[config.mk]
export PLATFORM = sky130hd
export DESIGN_NAME = lrutc_cell
export DESIGN_NICKNAME = d
export VERILOG_FILES = /design/src/rtl/lru_tile_cache_directory_core_defines.svh /design/src/rtl/lrutc_pkg.sv /design/src/rtl/lrutc_cell.sv
export SDC_FILE = /design/constraint.sdc
export NUM_CORES = 1
export LEC_CHECK = 0
export ABC_AREA = 0
export ABC_CLOCK_PERIOD_IN_PS = 1600
export BUFFER_PORTS_ARGS = -buffer_cell sky130_fd_sc_hd__buf_2
export CORE_MARGIN = 2
export CORE_UTILIZATION = 36
export CTS_CLUSTER_SIZE = 10
export DETAILED_ROUTE_END_ITERATION = 8
export PLACE_DENSITY_LB_ADDON = 0.12
export SYNTH_ARGS = -nofsm -noshare
export SYNTH_HDL_FRONTEND = slang
export SYNTH_SLANG_ARGS = --single-unit
[constraint.sdc]
create_clock -name clk_i -period 1.6 [get_ports clk_i]
set_clock_uncertainty 0.15 [all_clocks]
set_input_delay 0.48 -clock clk_i [delete_from_list [all_inputs] [get_ports clk_i]]
set_output_delay 0.48 -clock clk_i [all_outputs]
set_load 0.01 [all_outputs]
[src/rtl/lru_tile_cache_directory_core_defines.svh]
// Assertion macros shared by the directory core.
`ifndef LRU_TILE_CACHE_DIRECTORY_CORE_DEFINES_SVH
`define LRU_TILE_CACHE_DIRECTORY_CORE_DEFINES_SVH

// Plain property, checked at every clock edge out of reset.
`define LRUTC_ASSERT(lbl, prop, msg) \
  lbl: assert property (@(posedge clk_i) disable iff (!rst_ni) (prop)) \
    else $error(msg);

// Same-cycle implication.
`define LRUTC_ASSERT_IMP(lbl, ante, cons, msg) \
  lbl: assert property (@(posedge clk_i) disable iff (!rst_ni) (ante) |-> (cons)) \
    else $error(msg);

// Next-cycle implication.
`define LRUTC_ASSERT_NXT(lbl, ante, cons, msg) \
  lbl: assert property (@(posedge clk_i) disable iff (!rst_ni) (ante) |=> (cons)) \
    else $error(msg);

`endif

[src/rtl/lrutc_pkg.sv]
`timescale 1ns / 1ps
package lrutc_pkg;

  // Number of directory cells
  localparam int unsigned CacheEntries = 128;

  localparam int unsigned ColW   = 16;
  localparam int unsigned RowW   = 16;
  localparam int unsigned LayerW = 5;
  localparam int unsigned PhaseW = 2;

  // Entry phase codes
  localparam logic [PhaseW-1:0] PhLoading = 2'd0;
  localparam logic [PhaseW-1:0] PhWaiting = 2'd1;
  localparam logic [PhaseW-1:0] PhReady   = 2'd2;

  typedef enum logic [2:0] {
    StHitReady    = 3'd0,
    StHitUpload   = 3'd1,
    StPending     = 3'd2,
    StMiss        = 3'd3,
    StMissEvict   = 3'd4,
    StDoneApplied = 3'd5,
    StDoneDropped = 3'd6
  } status_e;

  typedef enum logic {
    FsmIdle = 1'b0,
    FsmExec = 1'b1
  } fsm_e;

  typedef struct packed {
    logic [ColW-1:0]   col;
    logic [RowW-1:0]   row;
    logic [LayerW-1:0] layer;
  } key_t;

  typedef struct packed {
    logic              valid;
    key_t              key;
    logic [PhaseW-1:0] phase;
  } entry_t;

  // Per-cell update controls
  typedef struct packed {
    logic shift;        // take the neighbor's entry
    logic set_waiting;  // mark own entry waiting if it matched
  } cell_ctrl_t;

endpackage

[src/rtl/lrutc_cell.sv]
`timescale 1ns / 1ps
module lrutc_cell
  import lrutc_pkg::*;
(
  input  logic       clk_i,
  input  logic       rst_ni,
  input  logic       cmp_en_i,
  input  key_t       key_i,
  input  entry_t     prev_i,
  input  cell_ctrl_t ctrl_i,
  output entry_t     entry_o,
  output logic       match_o
);

  logic              valid_q, valid_d;
  key_t              key_q, key_d;
  logic [PhaseW-1:0] phase_q, phase_d;
  logic              match_q, match_d;

  // Compare against the incoming key, update from neighbor or in place
  always_comb begin
    valid_d = valid_q;
    key_d   = key_q;
    phase_d = phase_q;
    match_d = match_q;
    if (cmp_en_i) begin
      match_d = valid_q && (key_q == key_i);
    end
    if (ctrl_i.shift) begin
      valid_d = prev_i.valid;
      key_d   = prev_i.key;
      phase_d = prev_i.phase;
    end else if (ctrl_i.set_waiting && match_q) begin
      phase_d = PhWaiting;
    end
  end

  always_ff @(posedge clk_i or negedge rst_ni) begin
    if (!rst_ni) begin
      valid_q <= 1'b0;
      match_q <= 1'b0;
    end else begin
      valid_q <= valid_d;
      match_q <= match_d;
    end
  end

  // Payload, no reset
  always_ff @(posedge clk_i) begin
    key_q   <= key_d;
    phase_q <= phase_d;
  end

  assign entry_o = '{valid: valid_q, key: key_q, phase: phase_q};
  assign match_o = match_q;

endmodule

==> out/results.ini, run 1 <==
[detailed_routing]
vias = 1310
totalWireLength_um = 3990
drtIter0Drc = 37
met2_length_um = 2110
wl_met3_um = 370
wl_met1_um = 1490
detail_route.wl_per_cell_um = 13.9
ant_nets = 0
drc = 0
dr.max_layer_used = met4
via_per_inst = 4.56
drt_pass1_iterations = 4

[worst_setup_path]
reg2reg_slack_ps = -70
critical_path.top_delay_family = simple AND/OR/NAND/NOR gates
critPathLaunchType = flop
arrival_ps = 1710
crit_type = flop to flop
reg2reg_from = entry_o[6]
required_ps = 1650
crit_path_max_incr_delay_ps = 410
r2r_cells = 4
rr_endpoint = match_o
crit_fanout = 2
slowest_stage = edfxtp_1
path_cells = xor2_1 -> nor4_2 -> nand4_1 -> o31ai_4
path_buf_inv = 0
critPathCaptureType = flop

[sta]
fin_crit_ps = 1670
finalMaxSlewViolations = 0
rsz0062_at_grt = yes
max_slew_margin_pct = 78.4
setup_viol = 1
finalHoldViolations = 0
worst_slew_pin_slew_ps = 320
worst_slack_ps = -65.8
post-route-period-util_pct = 104
fmax_ghz = 0.600

[synth]
ys.flop_type = edfxtp_1
synth.largest_area_cell = edfxtp_1
synth_nets = 182
synth_top_area_share_pct = 69.5
syn_inst = 100
postSynthAreaPerCell_sq_um = 16.9
ys_async_sr_fraction_pct = 4.88
yosys-top-cells-area = edfxtp_1 (69%), xor2_1 (17%), dfrtp_1 (3.0%)
ys_seq_area_share_pct = 72.5
yosys_warnings = 0
syn_area_sq_um = 1690
yosys.cell_types.count = 18
synth_edf_count = 39
yosys_register_bits = 41

[status]
outcome = complete, but fails checks
violations = setup timing

[power]
p_leak_nw = 1.18
power_mw = 2.49
vdd_drop_max_mv = 0.471
seq_power_share_pct = 52.9
p_int_mw = 1.93
switching_share_pct = 22.6
p_comb_share_pct = 15.0
p_per_area_nw_per_um2 = 971
p_sw_uw = 565
clkPwrFrac_pct = 32.1

[hold_path]
min_path_cells = 1
hold_start = prev_i[34]
hold_end = entry_o[34]
min_path_type = input port to flop

[cells_and_area]
nets = 316
design_area_sq_um = 2570
insertedDiodeCount = 0
layout.cells.non_filler = 287
drive_gt1_share_pct = 59.1
area_growth_pct = 52.3

[die]
die_w_um = 72.4
die_h_um = 72.4
io_pins = 123
dieArea_sq_um = 5240
design.core.area_sq_um = 4440
initial_core_util_pct = 37.9
num_rows = 24

[placement]
gp_congestion = 0.740
placed_cell_area_sq_um = 2400
dp_hpwl_um = 3240
dp_cells = 277
numPortBuffers = 122

[job]
maxCapViolations = 0

[global_routing]
grt_max_degree = 20
grt_overflow = 0
antenna_found_initial = 0
track_usage_pct = 15.0
grt_first_pass_wirelength_um = 5910
grt_pass1_vias = 1283

[clock_tree]
htree_levels = 2
cts-root-buf = clkbuf_8
clk_pin_slew_ps = 80
clock_path_buffers = 2
cts_tree = built
cts_buffers = 5
cts.sinks = 41
clock_latency_ps = 280

cell usage in the layout (no fill, tap or decap), drive strengths merged, types with 2 or more instances in the layout:
cell      n
buf     127
edfxtp   39
xor2     33
nor4      8
clkbuf    6
inv       3
nand2b    2
nand4     2
dfrtp     2
flip-flops by register name, indices dropped and copies added (netlist names):
| register | cells |
|---|---|
| valid_q | 1 |
| match_o | 1 |
| phase_q | 2 |
| entry_o | 37 |
cell usage after synthesis, drive strengths merged, types with 2 or more instances:
cell     n
inv      3
xor2    33
edfxtp  39
nand2b   2
nand4    2
dfrtp    2
nor4     8
power by group through the flow:
| stage | Sequential (mW) | Combinational, mW | Clock [mW] |
|---|---|---|---|
| after floorplan | 1.38 | 0.0940 | 0 |
| after global placement | 1.34 | 0.355 | 0 |
| after detailed placement | 1.35 | 0.363 | 0 |
| after CTS | 1.32 | 0.372 | 0.812 |
| after global routing | 1.33 | 0.412 | 0.856 |
| final | 1.32 | 0.374 | 0.800 |
worst max-delay path by stage:
stage / slack, ps / to / startpoint / cells past startpoint
final: -70 / match_o / entry_o[6] / 4
after global routing: -170 / match_o / entry_o[32] / 4
after CTS: -70 / match_o / entry_o[5] / 5
after detailed placement: -260 / match_o / key_i[9] / 5
after global placement: -230 / match_o / key_i[9] / 5
after floorplan: -10 / match_o / key_i[9] / 4
metrics by stage:
step	hold slack (ps)	TNS (ps)	setup slack [ps]	util, %
2_1_floorplan	34.4	-14.1	-14.1	-
3_3_place_gp	120	-225	-225	54.1
3_5_place_dp	120	-259	-259	54.1
4_1_cts	208	-69.4	-69.4	57.0
5_1_grt	196	-167	-167	57.8
6_report	214	-65.8	-65.8	57.8
kinds of logic after synthesis:
kind of cell	Yosys count	synth area share, %
muxes	1	0.668
AOI/OAI and AO/OA	6	2.67
DFF	41	72.5
buffers and inverters	4	1.11
and+or+nand+nor	14	5.42
xor gates and xnor gates	34	17.7
timing repair:
item                       in CTS  in global routing
hold endpoints to repair        2                  0
setup endpoints to repair       1                  2
hold buffers                    1                  0
pin swaps                       2                  1
buffers inserted                1                  0
resized for setup               1                  6
cell type report:
cell class                      instances  area, sq um
Tap cell                               52         65.1
Clock inverter                          2         33.8
Clock buffer                            6         72.6
Timing Repair Buffer                  128          681
Fill cell                             378         1880
Multi-Input combinational cell         55          475
Sequential cell                        41         1220
Inverter                                3         18.8
layer usage:
layer | vias up | global-route usage (%)
met1 | 603 | 17.3
met3 | 2 | 5.69
met5 | - | 0
li1 | 638 | -
met2 | 67 | 26.3
met4 | 0 | 3.70
No activity file was read; power rests on OpenSTA's default activity.
==> inputs of run 2 (changes only) <==
BUFFER_PORTS_ARGS = -buffer_cell sky130_fd_sc_hd__buf_4   (was -buffer_cell sky130_fd_sc_hd__buf_2)
==> run 2 against run 1 <==
Compared with the run above: the flow still finishes with violations (setup timing); maximum frequency increased by 2.2%; via count rose by 1.5%; highest routed layer unchanged; first-iteration DRC count up 62%; sequential cell count stayed put; sequential power hardly changed; power decreased by 2.5%; count of clock-buffer cells in the layout rose by 2; hold slack improved by 4.9 ps; die area unchanged; non-clock buffer count up 2; critical endpoint unchanged; combinational power is 28% higher; utilization increased by 6.5 points.
==> out/results.ini, run 2 (synthesis results as in run 1) <==
[global_routing]
antenna_found_initial = 0
track_usage_pct = 15.9
use_met3_pct = 5.97
grt_overflow = 0
grt_pass1_vias = 1395
top_usage_layer = met2
grt_first_pass_wirelength_um = 6240
grt_max_degree = 20
met1_usage_pct = 15.5
gr-usage-met2_pct = 30.0

[worst_setup_path]
reg2reg_slack_ps = -30
required_ps = 1640
arrival_ps = 1670
crit_type = flop to flop
critPathCaptureType = flop
crit_fanout = 2
critPathLaunchType = flop

[power]
p_per_area_nw_per_um2 = 852
vdd_drop_max_mv = 0.534
p_leak_nw = 1.28

[sta]
worst_slack_ps = -30.5
rsz0062_at_grt = yes
setup_viol = 1
fin_crit_ps = 1630
finalMaxSlewViolations = 0
finalHoldViolations = 0
fmax_ghz = 0.613
whs_ps = 219
worst_slew_pin_slew_ps = 302
post-route-period-util_pct = 102
max_slew_margin_pct = 79.7

[clock_tree]
cts.sinks = 41
clock_latency_ps = 280
clk_pin_slew_ps = 70
htree_levels = 2
cts-root-buf = clkbuf_8
cts_tree = built
cts_buffers = 5
clock_path_buffers = 2

[cells_and_area]
layout.cells.most_common_list = buf_4 (122), edfxtp_1 (39), xor2_1 (33)
insertedDiodeCount = 0
mostFrequentLayoutCell = buf_4
utilization_pct = 64.2
drive_gt1_share_pct = 58.2
largest_reg_flops = 37
area_growth_pct = 69.4
design_area_sq_um = 2860
nets = 318

[detailed_routing]
drc = 0
vias = 1329
totalWireLength_um = 4270
detail_route.wl_per_cell_um = 14.8
ant_nets = 0
drtIter0Drc = 60
drt_pass1_iterations = 4
via_per_inst = 4.60

[die]
io_pins = 123
dieArea_sq_um = 5240
design.core.area_sq_um = 4440
initial_core_util_pct = 37.9
die_h_um = 72.4
die_w_um = 72.4
num_rows = 24

[placement]
dp_hpwl_um = 3500
gp_congestion = 0.738
numPortBuffers = 122
placed_cell_area_sq_um = 2720

[hold_path]
min_path_type = input port to flop

[status]
outcome = complete, but fails checks
violations = setup timing

[job]
maxCapViolations = 0

## run 2: cell count changes in the layout (fill, tap and decap cells not counted), sizes merged
cell / before / now
clkbuf: 6 / 8
bufinv: 1 / 0
buf: 127 / 129
clkinv: 1 / 0
## run 2: path summary, 6_finish.rpt
check | start | end | depth (start not counted)
min in group asynchronous | rst_ni | valid_q | 2
setup / recovery | entry_o[11] | match_o | 3
max in group asynchronous | rst_ni | match_o | 2
hold / removal | prev_i[34] | entry_o[34] | 1
hold reg to reg | valid_q | valid_q | 1
setup reg to reg | entry_o[11] | match_o | 3
## run 2: power breakdown
part | total [mW] | switching [mW] | internal (mW)
Combinational | 0.480 | 0.178 | 0.302
Clock | 0.626 | 0.317 | 0.310
Sequential | 1.33 | 0.0550 | 1.27
Total | 2.43 | 0.550 | 1.88
## run 2: critical path: stages, from the launching register on
cell      delay (ps)
edfxtp_1         420
a22o_1           220
or4b_1           550
o31ai_2          190
## run 2: area by class of cell
type,instances,area (sq um)
sequential,41,1220
fill,359,1590
clock buffer,8,80.1
inverter,3,18.8
tap,52,65.1
timing repair buffer,130,1010
multi-input combinational,55,457
## run 2: through the flow
stage | power, mW | cells | setup TNS [ps] | setup WS [ps]
after floorplan | 1.48 | 100 | -14.1 | -14.1
after global placement | 1.80 | 278 | -220 | -220
after detailed placement | 1.82 | 278 | -264 | -264
after CTS | 2.46 | 287 | -78.5 | -39.5
after global routing | 2.55 | 289 | -248 | -153
final | 2.43 | 289 | -30.5 | -30.5
## run 2: what timing repair did
item | CTS | global route
buffers inserted | 0 | 2
hold endpoints to repair | 2 | 0
resized for setup | 3 | 5
setup endpoints to repair | 3 | 3
hold buffers | 1 | 0
pin swaps | 0 | 1
## run 2: metal layers
metal | part of all wire [%] | vias up
met3 | 8.6 | 6
met5 | 0 | -
li1 | - | 643
met1 | 35 | 613
met2 | 55 | 67
met4 | 1.4 | 0
